**config.mk**
```make
export PLATFORM = sky130hd
export DESIGN_NAME = hall_sector_tracker
export DESIGN_NICKNAME = d
export VERILOG_FILES = /design/src/sv/hst_pkg.sv /design/src/sv/hall_sector_tracker.sv
export SDC_FILE = /design/constraint.sdc
export NUM_CORES = 1
export LEC_CHECK = 0
export BUFFER_PORTS_ARGS = -buffer_cell sky130_fd_sc_hd__buf_2
export CORE_ASPECT_RATIO = 0.9
export CORE_MARGIN = 10
export CORE_UTILIZATION = 40
export CTS_BUF_LIST = sky130_fd_sc_hd__clkbuf_2 sky130_fd_sc_hd__clkbuf_4 sky130_fd_sc_hd__clkbuf_8
export DETAILED_ROUTE_END_ITERATION = 12
export GPL_TIMING_DRIVEN = 0
export MAX_ROUTING_LAYER = met4
export SLEW_MARGIN = 20
export SYNTH_ARGS = -nofsm -noshare
export SYNTH_HDL_FRONTEND = slang
export SYNTH_SLANG_ARGS = --single-unit
```
**constraint.sdc**
```tcl
create_clock -name clock -period 6.41 [get_ports clock]
set_input_delay 0.3205 -clock clock [delete_from_list [all_inputs] [get_ports clock]]
set_output_delay 0.3205 -clock clock [all_outputs]
set_load 0.05 [all_outputs]
```
**src/sv/hst_pkg.sv**
```systemverilog
// ----------------------------------------------------------------------------
// hst_pkg: shared types and constants of the hall sector tracker
// Operation codes, register indexes, motion codes and the Hall code to
// sector map.
// ----------------------------------------------------------------------------
package hst_pkg;

   localparam int COUNT_WIDTH_DEFAULT = 32;
   localparam int TIMER_WIDTH_DEFAULT = 16;

   localparam int CODE_WIDTH     = 3;
   localparam int SECTOR_WIDTH   = 3;
   localparam int HOLD_WIDTH     = 8;
   localparam int TIMEOUT_WIDTH  = 16;
   localparam int CSR_DATA_WIDTH = 16;
   localparam int CSR_ADDR_WIDTH = 1;

   typedef logic [CODE_WIDTH-1:0]   code_type;
   typedef logic [SECTOR_WIDTH-1:0] sector_type;
   typedef logic signed [1:0]       motion_type;

   typedef enum logic [1:0] {
      OP_TICK      = 2'd0,
      OP_DIRECT    = 2'd1,
      OP_REFERENCE = 2'd2,
      OP_CLEAR     = 2'd3
   } opcode_type;

   typedef enum logic [CSR_ADDR_WIDTH-1:0] {
      CSR_HOLD_TICKS   = 1'b0,
      CSR_IDLE_TIMEOUT = 1'b1
   } csr_index_type;

   localparam motion_type MOTION_STOP = 2'sb00;
   localparam motion_type MOTION_FWD  = 2'sb01;
   localparam motion_type MOTION_BWD  = 2'sb11;

   localparam code_type    CODE_RESET    = 3'd1;
   localparam sector_type  SECTOR_NONE   = 3'd0;
   localparam sector_type  SECTOR_FIRST  = 3'd1;
   localparam sector_type  SECTOR_LAST   = 3'd6;
   localparam logic [HOLD_WIDTH-1:0]    HOLD_RESET    = 8'd2;
   localparam logic [TIMEOUT_WIDTH-1:0] TIMEOUT_RESET = 16'd800;

   // sectors 1..6 follow codes 1,5,4,6,2,3; codes 0 and 7 are invalid
   function automatic sector_type sector_of(input code_type code);
      sector_type s;
      case (code)
         3'd1:    s = 3'd1;
         3'd5:    s = 3'd2;
         3'd4:    s = 3'd3;
         3'd6:    s = 3'd4;
         3'd2:    s = 3'd5;
         3'd3:    s = 3'd6;
         default: s = SECTOR_NONE;
      endcase
      return s;
   endfunction

endpackage

```
**src/sv/hall_sector_tracker.sv**
```systemverilog
// ----------------------------------------------------------------------------
// hall_sector_tracker: Hall sensor sector, direction and position tracker
// Filters pin samples, maps codes to sectors, counts steps and faults.
// ----------------------------------------------------------------------------
// The sector map, the step compare and the saturating counter updates sit
// between the state registers and the response register, so a beat can be
// accepted on every clock while the response register drains. A response beat
// appears in the cycle after its request beat is accepted.
// Opcode tick filters the pin sample (it must hold for hold_ticks ticks) and
// ages the direction, which clears after idle_timeout ticks without a move;
// opcode direct takes the code unfiltered; reference zeroes position and
// direction and takes the code without a step; clear zeroes position, faults
// and direction. Position and fault count saturate. Registers must be written
// through the csr port only while the block is idle; this is not enforced.
module hall_sector_tracker #(
   parameter int COUNT_WIDTH = hst_pkg::COUNT_WIDTH_DEFAULT,
   parameter int TIMER_WIDTH = hst_pkg::TIMER_WIDTH_DEFAULT
) (
   input  logic                                  clock,
   input  logic                                  reset,
   // request channel
   input  logic                                  req_valid,
   output logic                                  req_ready,
   input  logic [1:0]                            req_opcode,
   input  logic [hst_pkg::CODE_WIDTH-1:0]        req_hall_code,
   // response channel
   output logic                                  rsp_valid,
   input  logic                                  rsp_ready,
   output logic [hst_pkg::CODE_WIDTH-1:0]        rsp_hall_now,
   output logic [hst_pkg::SECTOR_WIDTH-1:0]      rsp_sector,
   output logic signed [1:0]                     rsp_motion,
   output logic signed [COUNT_WIDTH-1:0]         rsp_position,
   output logic [COUNT_WIDTH-1:0]                rsp_fault_count,
   output logic                                  rsp_changed,
   // register write channel
   input  logic                                  csr_valid,
   output logic                                  csr_ready,
   input  logic [hst_pkg::CSR_ADDR_WIDTH-1:0]    csr_index,
   input  logic [hst_pkg::CSR_DATA_WIDTH-1:0]    csr_data
);

   localparam int CMP_WIDTH = (TIMER_WIDTH > hst_pkg::TIMEOUT_WIDTH) ?
                              TIMER_WIDTH : hst_pkg::TIMEOUT_WIDTH;
   localparam logic signed [COUNT_WIDTH-1:0] POS_MAX =
      {1'b0, {(COUNT_WIDTH-1){1'b1}}};
   localparam logic signed [COUNT_WIDTH-1:0] POS_MIN =
      {1'b1, {(COUNT_WIDTH-1){1'b0}}};

   // configuration
   logic [hst_pkg::HOLD_WIDTH-1:0]    hold_ticks_ff;
   logic [hst_pkg::TIMEOUT_WIDTH-1:0] idle_timeout_ff;

   // tracker state
   hst_pkg::code_type                 accepted_ff,  accepted_in;
   hst_pkg::sector_type               sector_ff,    sector_in;
   hst_pkg::motion_type               direction_ff, direction_in;
   logic signed [COUNT_WIDTH-1:0]     position_ff,  position_in;
   logic [COUNT_WIDTH-1:0]            fault_ff,     fault_in;
   hst_pkg::code_type                 pending_ff,   pending_in;
   logic [hst_pkg::HOLD_WIDTH-1:0]    stable_ff,    stable_in;
   logic [TIMER_WIDTH-1:0]            idle_ff,      idle_in;

   // response register
   logic                              rsp_valid_ff;
   logic                              changed_ff,   changed_in;

   logic                              req_fire;
   logic                              do_accept;
   logic                              is_reference;
   hst_pkg::opcode_type               op;
   hst_pkg::sector_type               next_sector;
   logic                              step_fwd;
   logic                              step_bwd;

   assign req_ready = !rsp_valid_ff || rsp_ready;
   assign req_fire  = req_valid && req_ready;
   assign csr_ready = 1'b1;
   assign op        = hst_pkg::opcode_type'(req_opcode);

   assign next_sector = hst_pkg::sector_of(req_hall_code);

   // one sector forward or back, with wrap between sector 6 and sector 1
   assign step_fwd = (next_sector == sector_ff + 3'd1) ||
                     (sector_ff == hst_pkg::SECTOR_LAST &&
                      next_sector == hst_pkg::SECTOR_FIRST);
   assign step_bwd = (next_sector == sector_ff - 3'd1) ||
                     (sector_ff == hst_pkg::SECTOR_FIRST &&
                      next_sector == hst_pkg::SECTOR_LAST);

   always_comb begin
      accepted_in  = accepted_ff;
      sector_in    = sector_ff;
      direction_in = direction_ff;
      position_in  = position_ff;
      fault_in     = fault_ff;
      pending_in   = pending_ff;
      stable_in    = stable_ff;
      idle_in      = idle_ff;
      do_accept    = 1'b0;
      is_reference = 1'b0;

      case (op)
         hst_pkg::OP_TICK: begin
            if (idle_ff != '1) begin
               idle_in = idle_ff + 1'b1;
            end
            if (req_hall_code != pending_ff) begin
               pending_in = req_hall_code;
               stable_in  = '0;
            end else if (stable_ff != '1) begin
               stable_in = stable_ff + 1'b1;
            end
            do_accept = (stable_in >= hold_ticks_ff) && (req_hall_code != accepted_ff);
         end
         hst_pkg::OP_DIRECT: begin
            do_accept = (req_hall_code != accepted_ff);
         end
         hst_pkg::OP_REFERENCE: begin
            position_in  = '0;
            direction_in = hst_pkg::MOTION_STOP;
            do_accept    = 1'b1;
            is_reference = 1'b1;
         end
         hst_pkg::OP_CLEAR: begin
            position_in  = '0;
            fault_in     = '0;
            direction_in = hst_pkg::MOTION_STOP;
         end
         default: begin
            do_accept = 1'b0;
         end
      endcase

      if (do_accept) begin
         direction_in = hst_pkg::MOTION_STOP;
         if (next_sector == hst_pkg::SECTOR_NONE) begin
            if (fault_ff != '1) begin
               fault_in = fault_ff + 1'b1;
            end
         end else if (!is_reference && sector_ff != hst_pkg::SECTOR_NONE) begin
            if (step_fwd) begin
               direction_in = hst_pkg::MOTION_FWD;
               if (position_ff != POS_MAX) begin
                  position_in = position_ff + 1'b1;
               end
            end else if (step_bwd) begin
               direction_in = hst_pkg::MOTION_BWD;
               if (position_ff != POS_MIN) begin
                  position_in = position_ff - 1'b1;
               end
            end else if (next_sector != sector_ff) begin
               if (fault_ff != '1) begin
                  fault_in = fault_ff + 1'b1;
               end
            end
         end
         accepted_in = req_hall_code;
         sector_in   = next_sector;
         idle_in     = '0;
      end

      // direction ages out on ticks only
      if (op == hst_pkg::OP_TICK && direction_in != hst_pkg::MOTION_STOP &&
          CMP_WIDTH'(idle_in) >= CMP_WIDTH'(idle_timeout_ff)) begin
         direction_in = hst_pkg::MOTION_STOP;
      end

      changed_in = (accepted_in != accepted_ff) || (sector_in != sector_ff) ||
                   (direction_in != direction_ff) || (position_in != position_ff) ||
                   (fault_in != fault_ff);
   end

   always_ff @(posedge clock) begin
      if (reset) begin
         hold_ticks_ff   <= hst_pkg::HOLD_RESET;
         idle_timeout_ff <= hst_pkg::TIMEOUT_RESET;
      end else if (csr_valid && csr_ready) begin
         case (hst_pkg::csr_index_type'(csr_index))
            hst_pkg::CSR_HOLD_TICKS: begin
               hold_ticks_ff <= csr_data[hst_pkg::HOLD_WIDTH-1:0];
            end
            hst_pkg::CSR_IDLE_TIMEOUT: begin
               idle_timeout_ff <= csr_data[hst_pkg::TIMEOUT_WIDTH-1:0];
            end
            default: begin
               hold_ticks_ff <= hold_ticks_ff;
            end
         endcase
      end
   end

   always_ff @(posedge clock) begin
      if (reset) begin
         accepted_ff  <= hst_pkg::CODE_RESET;
         sector_ff    <= hst_pkg::SECTOR_FIRST;
         direction_ff <= hst_pkg::MOTION_STOP;
         position_ff  <= '0;
         fault_ff     <= '0;
         pending_ff   <= hst_pkg::CODE_RESET;
         stable_ff    <= '0;
         idle_ff      <= '0;
      end else if (req_fire) begin
         accepted_ff  <= accepted_in;
         sector_ff    <= sector_in;
         direction_ff <= direction_in;
         position_ff  <= position_in;
         fault_ff     <= fault_in;
         pending_ff   <= pending_in;
         stable_ff    <= stable_in;
         idle_ff      <= idle_in;
      end
   end

   always_ff @(posedge clock) begin
      if (reset) begin
         rsp_valid_ff <= 1'b0;
      end else if (req_fire) begin
         rsp_valid_ff <= 1'b1;
      end else if (rsp_ready) begin
         rsp_valid_ff <= 1'b0;
      end
   end

   // response beat reads the state registers, loaded on the same edge
   always_ff @(posedge clock) begin
      if (req_fire) begin
         changed_ff <= changed_in;
      end
   end

   assign rsp_valid       = rsp_valid_ff;
   assign rsp_hall_now    = accepted_ff;
   assign rsp_sector      = sector_ff;
   assign rsp_motion      = direction_ff;
   assign rsp_position    = position_ff;
   assign rsp_fault_count = fault_ff;
   assign rsp_changed     = changed_ff;

endmodule

```
### Word level (Yosys, flattened, before mapping)

Cells that the tools add are included.

| storage, ports and cells | value |
|---|---|
| flip-flop bits (word level) | 125 |
| bits in latches | 0 |
| bits in writable memories | 0 |
| memory bits (read-only) | 0 |
| input port bits | 27 |
| output and inout port bits | 76 |
| word-level logic and storage cells | 112 |
| memories kept | 0 |

| cells by class | value |
|---|---|
| add/sub/neg operators | 7 |
| multiply operators | 0 |
| div/mod/pow operators | 0 |
| $lt $le $gt $ge | 2 |
| equality and inequality tests | 28 |
| shift operators | 0 |
| mux-type cells | 36 |
| bitwise operators | 1 |
| reductions and logical operators | 26 |

Operator list:

| operator | number |
|---|---|
| $mux W32 | 16 |
| $ne A32 B32 Y1 const B | 3 |
| $add A32 B1 Y32 const B | 2 |
| $ne A32 B32 Y1 | 2 |
| $mux W16 | 3 |
| $sub A32 B1 Y32 const B | 1 |
| $mux W8 | 3 |
| $pmux W3 S6 | 1 |
| $add A16 B1 Y16 const B | 1 |
| $ge A16 B16 Y1 | 1 |
| $ne A16 B16 Y1 const B | 1 |
| $eq A3 B3 Y1 const B | 5 |
| $ne A3 B3 Y1 | 5 |
| $mux W2 | 7 |
| $eq A3 B1 Y1 const B | 3 |
| $add A8 B1 Y8 const B | 1 |
| $ge A8 B8 Y1 | 1 |
| $ne A8 B8 Y1 const B | 1 |
| $logic_and A1 B1 Y1 | 7 |
| $logic_or A1 B1 Y1 | 7 |
| $eq A3 B2 Y1 const B | 2 |
| $eq A3 B3 Y1 | 2 |
| $mux W3 | 2 |
| $reduce_and A2 Y1 | 3 |
| other kinds (15) | 20 |

### Depth between registers and ports, before layout

| depth | value |
|---|---|
| depth in word-level cells | 18 |
| gate-level depth with buffers | 25 |
| gate-level depth less buffers | 24 |

### Worst setup path before layout

Ideal clock, no wire load.

| timing | value |
|---|---|
| path type | input port to flip-flop |
| start | input req_hall_code[1] (netlist bit) |
| end | register changed_ff (netlist: rsp_changed) (data pin) |
| library setup time | 269 ps |
| data arrival time | 4739 ps |
| required time | 6141 ps |
| setup slack | 1401 ps |
| stages | 22 |
| buffers on the path | 4 |
| path through | buf_2 buf_6 buf_2 xnor2_1 nand3_1 nand2b_1 ha_1 nand2b_1 a2111o_1 a21oi_1 o31ai_1 clkbuf_1 a21oi_1 ha_1 a21o_1 a211oi_1 o21a_1 o21ai_0 a2111oi_2 o2111ai_1 nor4_1 nand3_1 |

| on the way | value |
|---|---|
| elaborated cells between the ends (all ways) | 57 |
| those cells by class | 2 x order compare; 18 x eq/ne; 24 x mux; 13 x reduce/logical |

RTL lines:

| element | RTL line | text |
|---|---|---|
| start: declaration | hall_sector_tracker.sv:25 | `input logic [hst_pkg::CODE_WIDTH-1:0] req_hall_code,` |
| $ne A3 B3 Y1 | hall_sector_tracker.sv:107 | `if (req_hall_code != pending_ff) begin` |
| $mux W8 | hall_sector_tracker.sv:107 |  |
| $mux W8 | hall_sector_tracker.sv:102 | `case (op)` |
| $ge A8 B8 Y1 | hall_sector_tracker.sv:113 | `do_accept = (stable_in >= hold_ticks_ff) && (req_hall_code != accepted_ff);` |
| $logic_and A1 B1 Y1 | hall_sector_tracker.sv:113 |  |
| $pmux W1 S3 (*) | hall_sector_tracker.sv:102 |  |
| $mux W16 (*) | hall_sector_tracker.sv:134 | `if (do_accept) begin` |
| named net idle_in[5] | hall_sector_tracker.sv:61 | `logic [TIMER_WIDTH-1:0] idle_ff, idle_in;` |
| $ge A16 B16 Y1 (*) | hall_sector_tracker.sv:164 | `CMP_WIDTH'(idle_in) >= CMP_WIDTH'(idle_timeout_ff)) begin` |
| $logic_and A1 B1 Y1 (*) | hall_sector_tracker.sv:163 | `if (op == hst_pkg::OP_TICK && direction_in != hst_pkg::MOTION_STOP &&` |
| $mux W2 (*) | hall_sector_tracker.sv:163 |  |
| $ne A2 B2 Y1 (*) | hall_sector_tracker.sv:169 | `(direction_in != direction_ff) \|\| (position_in != position_ff) \|\|` |
| $logic_or A1 B1 Y1 (*) | hall_sector_tracker.sv:168 | `changed_in = (accepted_in != accepted_ff) \|\| (sector_in != sector_ff) \|\|` |
| $logic_or A1 B1 Y1 (*) (2 in series) | hall_sector_tracker.sv:169 |  |
| named net changed_in | hall_sector_tracker.sv:65 | `logic changed_ff, changed_in;` |
| end signal: assignment | hall_sector_tracker.sv:227 | `changed_ff <= changed_in;` |
| end: declaration | hall_sector_tracker.sv:65 |  |

The timed path passes the listed nets; every way through them passes the cells marked *. The select of a mux whose other input is x is not followed.
A chain may end at the register's enable or synchronous reset.

### Final worst setup path

| timing | value |
|---|---|
| start | register stable_ff[1] (netlist bit) |
| end | register changed_ff (netlist: rsp_changed) (data pin) |

| on the way | value |
|---|---|
| elaborated cells between the ends (all ways) | 28 |
| those cells by class | 1 x add/sub; 2 x order compare; 6 x eq/ne; 11 x mux; 8 x reduce/logical |

RTL lines:

| element | RTL line | text |
|---|---|---|
| start: declaration | hall_sector_tracker.sv:60 | `logic [hst_pkg::HOLD_WIDTH-1:0] stable_ff, stable_in;` |
| start signal: assignment | hall_sector_tracker.sv:209 | `stable_ff <= stable_in;` |
| $add A8 B1 Y8 / $ne A8 B8 Y1 (equally long branches) | hall_sector_tracker.sv:111, hall_sector_tracker.sv:110 |  |
| $mux W8 (*) | hall_sector_tracker.sv:110 | `end else if (stable_ff != '1) begin` |
| $mux W8 (*) | hall_sector_tracker.sv:107 |  |
| $mux W8 (*) | hall_sector_tracker.sv:102 |  |
| $ge A8 B8 Y1 (*) | hall_sector_tracker.sv:113 |  |
| $logic_and A1 B1 Y1 (*) | hall_sector_tracker.sv:113 |  |
| $pmux W1 S3 (*) | hall_sector_tracker.sv:102 |  |
| $mux W16 (*) | hall_sector_tracker.sv:134 |  |
| named net idle_in[5] | hall_sector_tracker.sv:61 |  |
| $ge A16 B16 Y1 (*) | hall_sector_tracker.sv:164 |  |
| $logic_and A1 B1 Y1 (*) | hall_sector_tracker.sv:163 |  |
| $mux W2 (*) | hall_sector_tracker.sv:163 |  |
| $ne A2 B2 Y1 (*) | hall_sector_tracker.sv:169 |  |
| $logic_or A1 B1 Y1 (*) | hall_sector_tracker.sv:168 |  |
| $logic_or A1 B1 Y1 (*) (2 in series) | hall_sector_tracker.sv:169 |  |
| named net changed_in | hall_sector_tracker.sv:65 |  |

Marked as above.

==> reports/results.ini <==
[sta]
rsz0062_at_grt=no
drv_slew=0
slew_headroom_pct=26.2
finalCriticalPeriod_ps=5940
fmax_ghz=0.168
fin_tns_setup_ps=0
skew_ps=23.3
whs_ps=66.1
hold_viol_final=0
setup_violations=0
timing.final.crit_share_pct=92.6
worst_pin_slew_ps=1100

[floorplan]
core_um2=25300
io_pins=103
dieHeight_um=173
std_cell_rows=55
die_area_um2=32700
start_util_pct=40.9
die_w_um=190

[finish]
area_delta_synth_final_pct=13.1
final_nets=1726
most-common-layout-cells=nand2_1 (221), a21oi_1 (162), nor2_1 (142), dfxtp_1 (124), o21ai_0 (116)
diodes=0
layout_commonest_cell=nand2_1
drive_gt1_share_pct=10.4

[synth]
synth_cell_types=82
syn_nets=1607
synth_area_leader_cell=dfxtp_1
syn-instance-count=1545
synth-seq-cells=125
ys_top_cells_by_area=dfxtp_1 (24%), nand2_1 (8.0%), a21oi_1 (7.9%), o21ai_0 (5.6%), nor2_1 (5.1%)
yosys_warnings=0
syn_area_um2=10400
synth_ff_type=dfxtp_1
synth_edf_count=1
async_flop_share_pct=0
synth_top_cell_area_share_pct=24.0
seq_area_frac_synth_pct=24.3
avgSynthCellArea_um2=6.70

[drt]
firstDrtPassIters=8
routed_via_density=6.45
wl_per_cell_um=24.5
post-route-drc-count=0
num_vias=13000
drtIter0Drc=1841
routed_wl_um=49500
ant_nets=0

[global_routing]
overflow=0
grt_pass1_vias=12100
antenna_found_initial=0
grt_pass1_wl_um=74600
grt_usage_pct=29.8
grt_start_max_net_pins=17

[pwr]
ir_drop_v=0.0000963
p_leak_nw=4.24
powerDensity_nw_per_um2=195

[placed_design]
port_buffers=97
hpwl_um=37100
gp_congestion=1.04

[clocking]
clk_pin_slew_ps=110
cts_buffer_depth=2
root_buffer=clkbuf_8
cts_sinks=125
numCtsBuffers=17
clk_latency_ps=470
cts_tree=yes
htreeDepth=4

[run]
drv_cap=0

[worst_setup_path]
rr_worst_depth=25
critPathKind=flop to flop
cp_data_required_time_ps=6590
rrSetupSlack_ps=470
cp_max_fo=10
worstPathArrival_ps=6120
crit_path_end_kind=flop
start_kind=flop

[min_path]
min_path_cells=3
hp-class=input port to flop

[outcome]
status=finished clean

==> final timing paths <==
path,endpoint,start
setup reg to reg,rsp_changed,stable_ff[1]
setup / recovery,rsp_changed,stable_ff[1]
hold reg to reg,hold_ticks_ff[2],hold_ticks_ff[2]
hold / removal,idle_timeout_ff[9],csr_data[9]
==> kinds of logic (layout without fill, tap and decap cells) <==
| group | Yosys count | in the layout | synth area share [%] |
|---|---|---|---|
| other | 1 | 1 | 0.0362 |
| flip-flops | 125 | 125 | 24.3 |
| multiplexers | 9 | 9 | 0.894 |
| AND/OR/NAND/NOR | 708 | 708 | 33.4 |
| XOR/XNOR | 30 | 30 | 2.54 |
| adder cells (fa/ha/maj) | 35 | 35 | 4.23 |
| AO/OA/AOI/OAI | 464 | 464 | 27.9 |
| buffers and inverters | 173 | 305 | 6.70 |
==> state kept, by name (all words and copies together) (netlist names) <==
signal / cells
rsp_motion: 2
rsp_changed: 1
hold_ticks_ff: 8
idle_timeout_ff: 16
pending_ff: 3
rsp_position: 32
rsp_valid: 1
idle_ff: 16
rsp_sector: 3
rsp_hall_now: 3
rsp_fault_count: 32
stable_ff: 8
==> final cells by class <==
class | count | area, µm²
clock inverter | 13 | 131
multi-input combinational | 1247 | 7180
tap | 342 | 428
buffer | 123 | 505
timing repair buffer | 100 | 508
fill | 2798 | 13600
clock buffer | 19 | 255
inverter | 50 | 188
sequential | 125 | 2510
==> per-stage QoR <==
stage	std cells	utilization [%]	total power, W	cell area (µm²)	setup slack [ps]
floorplan	1545	-	0.00127	10400	1400
global placement	1984	44.5	0.00152	11300	-283
detailed placement	1987	44.7	0.00152	11300	155
CTS	2019	46.2	0.00225	11700	376
global route	2019	46.2	0.00236	11700	106
finish	2019	46.2	0.00229	11700	472
==> worst max-delay path: stages (launching register included) <==
cell	delay (ps)
dfxtp_1	360
ha_1	230
nand2_1	140
nor2_1	50
nand2_1	170
nand2b_1	130
or3_1	320
a21oi_1	260
ha_1	300
a21oi_1	150
o211ai_1	110
a21oi_2	280
o31ai_2	130
buf_4	230
clkbuf_1	250
a21oi_1	360
ha_1	310
a21o_1	180
a211oi_1	230
o21a_1	170
o21ai_0	210
a21o_1	230
a221oi_1	360
nand4_1	170
nor4_1	190
nand3_1	140
==> cell usage after synthesis (all sizes together) (5+ instances only) <==
master / count
buf: 24
or3: 16
o2111ai: 7
o21ai: 117
and2: 18
nand2: 221
and3: 20
a311oi: 8
dfxtp: 124
or4: 7
o22ai: 11
a211oi: 14
nor2: 142
o21a: 10
a21o: 9
nor2b: 8
o32ai: 5
a211o: 6
and4: 12
nand2b: 20
a41oi: 5
nand4: 42
a221oi: 6
ha: 35
a22oi: 14
mux2i: 7
nand3: 64
a32oi: 6
inv: 49
a31o: 5
a31oi: 20
xnor2: 11
or2: 7
a21oi: 163
nor3: 73
xor2: 19
clkbuf: 99
o211ai: 11
o31ai: 8
nor3b: 10
nand3b: 7
nor4: 32
==> timing repair <==
action,4_1_cts,5_1_grt
resized for setup,0,1
buffers inserted,0,0
hold buffers,0,0
endpoints found under the setup margin,0,1
==> power breakdown <==
group,internal (W),switching [W]
clock network,0.000330,0.000408
registers,0.000796,0.0000188
logic,0.000200,0.000533
total,0.00133,0.000960
==> layer usage <==
metal,track usage [%],vias to the layer above,wire [µm]
li1,-,5901,-
met1,39.7,6175,21600
met2,43.0,805,21100
met3,6.36,141,4990
met4,11.6,0,1900
met5,-,-,0
No activity file was read; power rests on OpenSTA's default activity.
